### src/hw/rtl/assert_macros.svh
// ----------------------------------------------------------------------------
// assert_macros.svh
// Assertion helpers used by the divider top level
// ----------------------------------------------------------------------------
`ifndef ASSERT_MACROS_SVH
`define ASSERT_MACROS_SVH

// property that holds at every clock edge outside reset
`define RFD_ASSERT(label, clk, rst_n, prop, msg) \
    label: assert property (@(posedge clk) disable iff (!rst_n) (prop)) else $error(msg);

// condition that must never be seen outside reset
`define RFD_ASSERT_NEVER(label, clk, rst_n, cond, msg) \
    label: assert property (@(posedge clk) disable iff (!rst_n) !(cond)) else $error(msg);

`endif

### src/hw/rtl/rfd_pkg.sv
// ----------------------------------------------------------------------------
// rfd_pkg
// Shared types and codes of the restoring fraction divider
// ----------------------------------------------------------------------------
package rfd_pkg;

    // width of the frac_bits register and of the clamped count carried along
    localparam int CFG_W   = 5;
    localparam int FB_W    = 6;
    localparam int QUOT_W  = 16;
    localparam int ERR_W   = 2;

    localparam logic [CFG_W-1:0] FRAC_BITS_RESET = 5'd8;

    // error codes
    localparam logic [ERR_W-1:0] ERR_OK          = 2'd0;
    localparam logic [ERR_W-1:0] ERR_DIV_ZERO    = 2'd1;
    localparam logic [ERR_W-1:0] ERR_NOT_SMALLER = 2'd2;

    // sideband that travels with each request down the pipeline
    typedef struct packed {
        logic [ERR_W-1:0] err;
        logic             neg;
        logic [FB_W-1:0]  fb;
    } t_meta;

endpackage

### src/hw/rtl/rfd_prep.sv
// ----------------------------------------------------------------------------
// rfd_prep
// Entry stage: operand magnitudes, sign, error checks, clamped bit count
// ----------------------------------------------------------------------------
module rfd_prep #(
    parameter int OPERAND_WIDTH = 16,
    parameter int MAX_FRAC_BITS = 16
) (
    input  logic                        i_clk,
    input  logic                        i_rst_n,
    input  logic                        i_valid,
    input  logic [OPERAND_WIDTH-1:0]    i_dividend,
    input  logic [OPERAND_WIDTH-1:0]    i_divisor,
    input  logic [rfd_pkg::CFG_W-1:0]   i_frac_bits,
    output logic                        o_ready,
    input  logic                        i_ready,
    output logic                        o_valid,
    output logic [OPERAND_WIDTH-1:0]    o_rem,
    output logic [OPERAND_WIDTH-1:0]    o_den,
    output rfd_pkg::t_meta              o_meta
);

    logic                       r_valid;
    logic [OPERAND_WIDTH-1:0]   r_rem;
    logic [OPERAND_WIDTH-1:0]   r_den;
    rfd_pkg::t_meta             r_meta;

    logic [OPERAND_WIDTH-1:0]   n_rem;
    logic [OPERAND_WIDTH-1:0]   n_den;
    rfd_pkg::t_meta             n_meta;

    // magnitudes, the most negative value maps to 2^(w-1)
    always_comb begin
        n_rem = i_dividend[OPERAND_WIDTH-1] ? (~i_dividend + 1'b1) : i_dividend;
        n_den = i_divisor[OPERAND_WIDTH-1]  ? (~i_divisor + 1'b1)  : i_divisor;
    end

    // error code, sign and clamped fraction count
    always_comb begin
        n_meta.neg = i_dividend[OPERAND_WIDTH-1] ^ i_divisor[OPERAND_WIDTH-1];
        if (n_den == '0) begin
            n_meta.err = rfd_pkg::ERR_DIV_ZERO;
        end else if (n_rem >= n_den) begin
            n_meta.err = rfd_pkg::ERR_NOT_SMALLER;
        end else begin
            n_meta.err = rfd_pkg::ERR_OK;
        end
        if (i_frac_bits == '0) begin
            n_meta.fb = rfd_pkg::FB_W'(1);
        end else if (int'(i_frac_bits) > MAX_FRAC_BITS) begin
            n_meta.fb = rfd_pkg::FB_W'(MAX_FRAC_BITS);
        end else begin
            n_meta.fb = rfd_pkg::FB_W'(i_frac_bits);
        end
    end

    assign o_ready = !r_valid || i_ready;

    // valid bit
    always_ff @(posedge i_clk) begin
        if (!i_rst_n) begin
            r_valid <= 1'b0;
        end else if (o_ready) begin
            r_valid <= i_valid;
        end
    end

    // payload
    always_ff @(posedge i_clk) begin
        if (o_ready && i_valid) begin
            r_rem  <= n_rem;
            r_den  <= n_den;
            r_meta <= n_meta;
        end
    end

    assign o_valid = r_valid;
    assign o_rem   = r_rem;
    assign o_den   = r_den;
    assign o_meta  = r_meta;

endmodule

### src/hw/rtl/rfd_step.sv
// ----------------------------------------------------------------------------
// rfd_step
// One restoring division step: shift, trial subtract, one quotient bit
// ----------------------------------------------------------------------------
module rfd_step #(
    parameter int OPERAND_WIDTH = 16,
    parameter int QUOT_BITS     = 17
) (
    input  logic                        i_clk,
    input  logic                        i_rst_n,
    input  logic                        i_valid,
    input  logic [OPERAND_WIDTH-1:0]    i_rem,
    input  logic [OPERAND_WIDTH-1:0]    i_den,
    input  logic [QUOT_BITS-1:0]        i_q,
    input  rfd_pkg::t_meta              i_meta,
    output logic                        o_ready,
    input  logic                        i_ready,
    output logic                        o_valid,
    output logic [OPERAND_WIDTH-1:0]    o_rem,
    output logic [OPERAND_WIDTH-1:0]    o_den,
    output logic [QUOT_BITS-1:0]        o_q,
    output rfd_pkg::t_meta              o_meta
);

    logic                       r_valid;
    logic [OPERAND_WIDTH-1:0]   r_rem;
    logic [OPERAND_WIDTH-1:0]   r_den;
    logic [QUOT_BITS-1:0]       r_q;
    rfd_pkg::t_meta             r_meta;

    logic [OPERAND_WIDTH:0]     shifted;
    logic [OPERAND_WIDTH:0]     diff;
    logic                       qbit;
    logic [OPERAND_WIDTH-1:0]   n_rem;
    logic [QUOT_BITS-1:0]       n_q;

    // trial subtract; a non-negative difference is kept, otherwise restore
    always_comb begin
        shifted = {i_rem, 1'b0};
        diff    = shifted - {1'b0, i_den};
        qbit    = !diff[OPERAND_WIDTH];
        n_rem   = qbit ? diff[OPERAND_WIDTH-1:0] : shifted[OPERAND_WIDTH-1:0];
        n_q     = {i_q[QUOT_BITS-2:0], qbit};
    end

    assign o_ready = !r_valid || i_ready;

    // valid bit
    always_ff @(posedge i_clk) begin
        if (!i_rst_n) begin
            r_valid <= 1'b0;
        end else if (o_ready) begin
            r_valid <= i_valid;
        end
    end

    // payload
    always_ff @(posedge i_clk) begin
        if (o_ready && i_valid) begin
            r_rem  <= n_rem;
            r_den  <= i_den;
            r_q    <= n_q;
            r_meta <= i_meta;
        end
    end

    assign o_valid = r_valid;
    assign o_rem   = r_rem;
    assign o_den   = r_den;
    assign o_q     = r_q;
    assign o_meta  = r_meta;

endmodule

### src/hw/rtl/rfd_round.sv
// ----------------------------------------------------------------------------
// rfd_round
// Two stages: align the quotient to frac_bits, then round half up,
// saturate and apply the error code; the second stage is the output register
// ----------------------------------------------------------------------------
module rfd_round #(
    parameter int QUOT_BITS = 17
) (
    input  logic                            i_clk,
    input  logic                            i_rst_n,
    input  logic                            i_valid,
    input  logic [QUOT_BITS-1:0]            i_q,
    input  rfd_pkg::t_meta                  i_meta,
    output logic                            o_ready,
    input  logic                            i_ready,
    output logic                            o_valid,
    output logic [rfd_pkg::QUOT_W-1:0]      o_quotient,
    output logic                            o_negative,
    output logic [rfd_pkg::ERR_W-1:0]       o_error
);

    localparam int SH_W = $clog2(QUOT_BITS + 1);

    logic                           r_a_valid;
    logic [QUOT_BITS-1:0]           r_a_q;
    logic [SH_W-1:0]                r_a_drop;
    rfd_pkg::t_meta                 r_a_meta;

    logic                           r_b_valid;
    logic [rfd_pkg::QUOT_W-1:0]     r_b_quot;
    logic                           r_b_neg;
    logic [rfd_pkg::ERR_W-1:0]      r_b_err;

    logic                           a_ready;
    logic                           b_ready;
    logic [SH_W-1:0]                n_a_drop;
    logic [QUOT_BITS-1:0]           n_a_q;
    logic [QUOT_BITS-1:0]           sum;
    logic [QUOT_BITS-1:0]           lim;
    logic [QUOT_BITS-1:0]           res;
    logic [rfd_pkg::QUOT_W-1:0]     n_b_quot;
    logic                           n_b_neg;

    // keep only the first fb+1 quotient bits
    always_comb begin
        n_a_drop = SH_W'(QUOT_BITS - 1) - SH_W'(i_meta.fb);
        n_a_q    = i_q >> n_a_drop;
    end

    // round half up on the guard bit, saturate at all ones of frac_bits
    always_comb begin
        sum = {1'b0, r_a_q[QUOT_BITS-1:1]} + QUOT_BITS'(r_a_q[0]);
        lim = {QUOT_BITS{1'b1}} >> (r_a_drop + 1'b1);
        res = (sum > lim) ? lim : sum;
        if (r_a_meta.err == rfd_pkg::ERR_OK) begin
            n_b_quot = rfd_pkg::QUOT_W'(res);
            n_b_neg  = r_a_meta.neg;
        end else begin
            n_b_quot = '0;
            n_b_neg  = 1'b0;
        end
    end

    assign b_ready = !r_b_valid || i_ready;
    assign a_ready = !r_a_valid || b_ready;
    assign o_ready = a_ready;

    // valid bits
    always_ff @(posedge i_clk) begin
        if (!i_rst_n) begin
            r_a_valid <= 1'b0;
            r_b_valid <= 1'b0;
        end else begin
            if (a_ready) begin
                r_a_valid <= i_valid;
            end
            if (b_ready) begin
                r_b_valid <= r_a_valid;
            end
        end
    end

    // align stage payload
    always_ff @(posedge i_clk) begin
        if (a_ready && i_valid) begin
            r_a_q    <= n_a_q;
            r_a_drop <= n_a_drop;
            r_a_meta <= i_meta;
        end
    end

    // output register payload
    always_ff @(posedge i_clk) begin
        if (b_ready && r_a_valid) begin
            r_b_quot <= n_b_quot;
            r_b_neg  <= n_b_neg;
            r_b_err  <= r_a_meta.err;
        end
    end

    assign o_valid    = r_b_valid;
    assign o_quotient = r_b_quot;
    assign o_negative = r_b_neg;
    assign o_error    = r_b_err;

endmodule

### src/hw/rtl/restoring_fraction_divider_top.sv
// Pipeline: one entry stage, one stage per quotient bit (MAX_FRAC_BITS + 1),
// two round stages.
// Throughput: one request per cycle while the output is not stalled; every stage holds its own valid bit and
// bubbles close up, so a stalled output still lets empty stages fill.
// Reset: i_rst_n synchronous, active low; clears all valid bits, frac_bits to 8.
// ----------------------------------------------------------------------------
// restoring_fraction_divider_top
// Signed fractional divider, |dividend| < |divisor|, sign-magnitude result
// ----------------------------------------------------------------------------
`include "assert_macros.svh"

module restoring_fraction_divider_top #(
    parameter int OPERAND_WIDTH = 16,
    parameter int MAX_FRAC_BITS = 16
) (
    input  logic                                i_clk,
    input  logic                                i_rst_n,
    // configuration: frac_bits
    input  logic                                i_cfg_wr_en,
    input  logic [rfd_pkg::CFG_W-1:0]           i_cfg_wr_data,
    // request stream
    input  logic                                i_s_tvalid,
    output logic                                o_s_tready,
    // tdata: dividend, divisor (from bit 0 up), zero padded to bytes
    input  logic [((2*OPERAND_WIDTH+7)/8)*8-1:0] i_s_tdata,
    // result stream
    output logic                                o_m_tvalid,
    input  logic                                i_m_tready,
    // tdata: quotient
    output logic [rfd_pkg::QUOT_W-1:0]          o_m_tdata,
    // tuser: negative, error (from bit 0 up)
    output logic [rfd_pkg::ERR_W:0]             o_m_tuser
);

    localparam int QUOT_BITS = MAX_FRAC_BITS + 1;
    localparam int N_STEPS   = QUOT_BITS;

    logic [rfd_pkg::CFG_W-1:0]  r_frac_bits;

    logic                       stg_valid [N_STEPS+1];
    logic                       stg_ready [N_STEPS+1];
    logic [OPERAND_WIDTH-1:0]   stg_rem   [N_STEPS+1];
    logic [OPERAND_WIDTH-1:0]   stg_den   [N_STEPS+1];
    logic [QUOT_BITS-1:0]       stg_q     [N_STEPS+1];
    rfd_pkg::t_meta             stg_meta  [N_STEPS+1];

    logic                       round_ready;
    logic [rfd_pkg::QUOT_W-1:0] out_quot;
    logic                       out_neg;
    logic [rfd_pkg::ERR_W-1:0]  out_err;

    // frac_bits register
    always_ff @(posedge i_clk) begin
        if (!i_rst_n) begin
            r_frac_bits <= rfd_pkg::FRAC_BITS_RESET;
        end else if (i_cfg_wr_en) begin
            r_frac_bits <= i_cfg_wr_data;
        end
    end

    // entry stage
    rfd_prep #(
        .OPERAND_WIDTH (OPERAND_WIDTH),
        .MAX_FRAC_BITS (MAX_FRAC_BITS)
    ) u_prep (
        .i_clk       (i_clk),
        .i_rst_n     (i_rst_n),
        .i_valid     (i_s_tvalid),
        .i_dividend  (i_s_tdata[OPERAND_WIDTH-1:0]),
        .i_divisor   (i_s_tdata[2*OPERAND_WIDTH-1:OPERAND_WIDTH]),
        .i_frac_bits (r_frac_bits),
        .o_ready     (o_s_tready),
        .i_ready     (stg_ready[0]),
        .o_valid     (stg_valid[0]),
        .o_rem       (stg_rem[0]),
        .o_den       (stg_den[0]),
        .o_meta      (stg_meta[0])
    );

    assign stg_q[0] = '0;

    // one stage per quotient bit, guard bit included
    for (genvar g = 0; g < N_STEPS; g++) begin : g_step
        rfd_step #(
            .OPERAND_WIDTH (OPERAND_WIDTH),
            .QUOT_BITS     (QUOT_BITS)
        ) u_step (
            .i_clk   (i_clk),
            .i_rst_n (i_rst_n),
            .i_valid (stg_valid[g]),
            .i_rem   (stg_rem[g]),
            .i_den   (stg_den[g]),
            .i_q     (stg_q[g]),
            .i_meta  (stg_meta[g]),
            .o_ready (stg_ready[g]),
            .i_ready (stg_ready[g+1]),
            .o_valid (stg_valid[g+1]),
            .o_rem   (stg_rem[g+1]),
            .o_den   (stg_den[g+1]),
            .o_q     (stg_q[g+1]),
            .o_meta  (stg_meta[g+1])
        );
    end

    assign stg_ready[N_STEPS] = round_ready;

    // align, round and output register
    rfd_round #(
        .QUOT_BITS (QUOT_BITS)
    ) u_round (
        .i_clk      (i_clk),
        .i_rst_n    (i_rst_n),
        .i_valid    (stg_valid[N_STEPS]),
        .i_q        (stg_q[N_STEPS]),
        .i_meta     (stg_meta[N_STEPS]),
        .o_ready    (round_ready),
        .i_ready    (i_m_tready),
        .o_valid    (o_m_tvalid),
        .o_quotient (out_quot),
        .o_negative (out_neg),
        .o_error    (out_err)
    );

    assign o_m_tdata = out_quot;
    assign o_m_tuser = {out_err, out_neg};

    // an error result carries no quotient and no sign
    `RFD_ASSERT(a_err_clears_result, i_clk, i_rst_n, (o_m_tvalid && out_err != rfd_pkg::ERR_OK) |-> (out_quot == '0 && !out_neg), "error result with nonzero payload")
    // with the output register empty every stage can move, so requests are taken
    `RFD_ASSERT(a_ready_when_drained, i_clk, i_rst_n, !o_m_tvalid |-> o_s_tready, "request refused while output is empty")
    // the frac_bits register only changes on a write
    `RFD_ASSERT(a_cfg_holds, i_clk, i_rst_n, !$past(i_cfg_wr_en) |-> $stable(r_frac_bits), "frac_bits changed without a write")

endmodule
### config.mk
export PLATFORM = sky130hd
export DESIGN_NAME = restoring_fraction_divider_top
export DESIGN_NICKNAME = d
export VERILOG_FILES = /design/src/hw/rtl/rfd_pkg.sv /design/src/hw/rtl/rfd_prep.sv /design/src/hw/rtl/rfd_step.sv /design/src/hw/rtl/rfd_round.sv /design/src/hw/rtl/restoring_fraction_divider_top.sv
export VERILOG_INCLUDE_DIRS = /design/src /design/src/hw/rtl
export SDC_FILE = /design/constraint.sdc
export NUM_CORES = 1
export LEC_CHECK = 0
export BUFFER_PORTS_ARGS = -buffer_cell sky130_fd_sc_hd__buf_4
export CAP_MARGIN = 20
export CORE_MARGIN = 3
export CORE_UTILIZATION = 50
export CTS_BUF_LIST = sky130_fd_sc_hd__clkbuf_16
export DETAILED_ROUTE_END_ITERATION = 10
export GPL_TIMING_DRIVEN = 1
export PLACE_DENSITY_LB_ADDON = 0.05
export SYNTH_ARGS = -nofsm -noshare
export SYNTH_HDL_FRONTEND = slang
export SYNTH_HIERARCHICAL = 1
export SYNTH_SLANG_ARGS = --single-unit
### constraint.sdc
create_clock -name i_clk -period 4.87 [get_ports i_clk]
set_input_delay 0.487 -clock i_clk [delete_from_list [all_inputs] [get_ports i_clk]]
set_output_delay 0.487 -clock i_clk [all_outputs]
set_load 0.01 [all_outputs]
==> impl_metrics.env <==
export IMPL_status="finished, final reports clean"
export IMPL_die_w_um=321
export IMPL_hold_depth=3
export IMPL_drtAntennaViolNets=0
export IMPL_report_final_hold_viol_count=0
export IMPL_ioPinCount=63
export IMPL_timing_final_crit_share_pct=94.6
export IMPL_mappedNetlistNets=4222
export IMPL_top_usage_layer="met2"
export IMPL_number_of_buffers_added_by_the_clock_tree_synthesis_step=98
export IMPL_r2r_worst_path_cells=22
export IMPL_criticalPathCategory="reg2out"
export IMPL_timing_critical_path_fanout_max=3
export IMPL_placed_area_um2=51000
export IMPL_power_density_nw_per_um2=309
export IMPL_clock_tree_from_tritoncts="built"
export IMPL_relSlewSlack_pct=31.4
export IMPL_startpoint="u_round/o_valid$_SDFFE_PN0P_"
export IMPL_grt_usage_pct=18.0
export IMPL_clk_latency_ns=0.67
export IMPL_grt_setup_unrepaired="false"
export IMPL_highest_clock_rate_mhz=217
export IMPL_finalInstanceArea_um2=54500
export IMPL_detail_route_iter0_violations=1685
export IMPL_yosys_warning_count=6
export IMPL_fp_row_count=114
export IMPL_critical_path_arrival_ns=4.12
export IMPL_maxcap_viol_count=0
export IMPL_place_congestion=0.804
export IMPL_max_slew_worst_pin_slew_ns=1.03
export IMPL_area_grow_syn2layout_pct=10.2
export IMPL_timing_hold_worst_class="in2reg"
export IMPL_antenna_diode_count=0
export IMPL_length_of_the_first_detailed_routing_pass_in_iterations=5
export IMPL_core_area_um2=97400
export IMPL_setup_ws_ns=0.262
export IMPL_r2r_start="u_round/o_valid$_SDFFE_PN0P_"
export IMPL_netlist_area_um2=49500
export IMPL_synth_avg_cell_area_um2=12.8
export IMPL_first_global_vias=28464
export IMPL_hpwlAfterDp_um=69100
export IMPL_placement_setup_worst_slack_ns=0.0619
export IMPL_setup_tns_final_ns=0
export IMPL_final_clock_skew_ns=0.0300
export IMPL_grt_util_met3_pct=2.69
export IMPL_timing_hold_worst_endpoint="r_frac_bits[3]$_SDFFE_PN1P_"
export IMPL_cts_path_max_buffers=3
export IMPL_grt_remaining_overflow=0
export IMPL_wire_per_inst_um=17.5
export IMPL_grtUsageMet2_pct=33.1
export IMPL_final_core_utilization_pct=56.0
export IMPL_via_per_inst=5.48
export IMPL_drive_gt1_share_pct=16.6
export IMPL_grtUsageMet1_pct=21.8
export IMPL_rrSetupSlack_ns=0.88
export IMPL_die_h_um=321
export IMPL_critical_path_startpoint_type="flip-flop"
export IMPL_finalSetupViolations=0
export IMPL_cts_clk_slew_worst_paths_ns=0.06
export IMPL_fin_cells=5321
export IMPL_dp_cells=5130
export IMPL_r2r_end="u_prep/o_rem[2]$_DFFE_PP_"
export IMPL_wire_length_of_the_first_global_routing_pass_um=149000
export IMPL_leakagePower_nw=21.3
export IMPL_route_vias_total=29146
export IMPL_h_tree_depth=3
export IMPL_worst_ir_drop_vdd_mv=0.265
export IMPL_drt_wl_total_um=93000
export IMPL_hold_start="i_cfg_wr_data[3]"
export IMPL_numPortBuffers=62
export IMPL_floorplan_initialDensity_pct=50.8
export IMPL_drv_slew=0
export IMPL_syn_inst=3865
export IMPL_worstSetupEndpointType="output pin"
export IMPL_cts_root_buf="clkbuf_16"
export IMPL_period_needed_ns=4.61
export IMPL_clock_sink_total=910
export IMPL_maximum_number_of_pins_on_one_net_before_global_route_repair=57
export IMPL_timing_critical_path_required_ns=4.38
export IMPL_floorplan_die_area_um2=103000
export IMPL_route_detailed_drc=0
export IMPL_grt_antenna_before_repair=0
export IMPL_final_nets=4318
[critical path, cell delays in order (launching register included)]
cell	delay, ns
dfxtp_1	0.33
nor2b_4	0.15
nand2_1	0.07
nand2b_4	0.15
nand2b_1	0.16
nand2b_4	0.15
nand2b_1	0.16
nand2b_4	0.16
nand2b_4	0.14
nand2b_4	0.14
nand2b_4	0.14
nand2b_1	0.17
nand2b_4	0.15
nand2b_4	0.14
nand2b_4	0.16
nand2b_4	0.15
nand2b_4	0.14
nand2b_4	0.15
nand2b_4	0.15
nand2b_1	0.17
nand2b_4	0.16
buf_4	0.14
[worst max-delay path by stage]
stage | endpoint | slack [ns]
5_1_grt | o_s_tready | 0.004
6_report | o_s_tready | 0.26
4_1_cts | o_s_tready | 0.03
2_1_floorplan | u_prep/o_den[0]$_DFFE_PP_ | 0.34
3_5_place_dp | u_prep/o_rem[0]$_DFFE_PP_ | 0.06
3_3_place_gp | u_prep/o_den[1]$_DFFE_PP_ | -0.01
[cells in the final DEF (no fill, tap or decap), types with 122 or more instances in the layout]
master,instances
nand2_1,142
mux2_2,124
inv_1,435
nor2_1,183
xnor2_1,123
ha_1,298
mux2_4,122
a21oi_1,197
o21ai_0,154
edfxtp_1,885
[per-layer routing]
layer	wire (um)	up-vias
li1	-	14594
met1	39400	14036
met2	48700	346
met3	2490	170
met4	2460	0
met5	0	-
[where the power goes]
part / leakage [nW] / switching, mW / internal (mW)
combinational: 11.3 / 0.399 / 0.389
sequential: 8.26 / 0.0504 / 8.60
clock: 1.68 / 3.06 / 4.35
[timing repair]
action / CTS / global route
hold endpoints to repair: 2 / 0
hold buffers: 2 / 0
gates cloned: 0 / 0
buffers inserted: 0 / 0
setup endpoints to repair: 1 / 1
resized for setup: 10 / 6
[through the flow]
step | hold WS [ns] | power [mW]
2_1_floorplan | 0.400 | 9.43
3_3_place_gp | 0.400 | 9.59
3_5_place_dp | 0.405 | 9.60
4_1_cts | 0.000370 | 17.1
5_1_grt | 0.0499 | 17.5
6_report | 0.0476 | 16.8
[flip-flops by register name, summed over array words and instances (netlist names)]
| signal | cells |
|---|---|
| g_step.u_step/o_den | 256 |
| g_step.u_step/o_rem | 256 |
| g_step.u_step/o_q | 153 |
| g_step.u_step/o_meta | 136 |
| g_step.u_step/o_valid | 17 |
| u_round/r_a_q | 17 |
| u_prep/o_den | 16 |
| u_prep/o_rem | 16 |
| u_round/o_quotient | 16 |
| u_prep/o_meta | 8 |
| r_frac_bits | 5 |
| u_round/r_a_drop | 5 |
| u_round/r_a_meta | 3 |
| u_round/o_error | 2 |
| u_prep/o_valid | 1 |
| u_round/o_negative | 1 |
| u_round/o_valid | 1 |
| u_round/r_a_valid | 1 |
[area by class of cell]
class	instances	area, um2
fill	8093	42900
sequential	910	27100
multi-input combinational	2437	20100
clock buffer	99	2480
tap	1276	1600
inverter	411	1540
timing repair buffer	103	913
clock inverter	85	774
(Power assumes the default switching activity.)
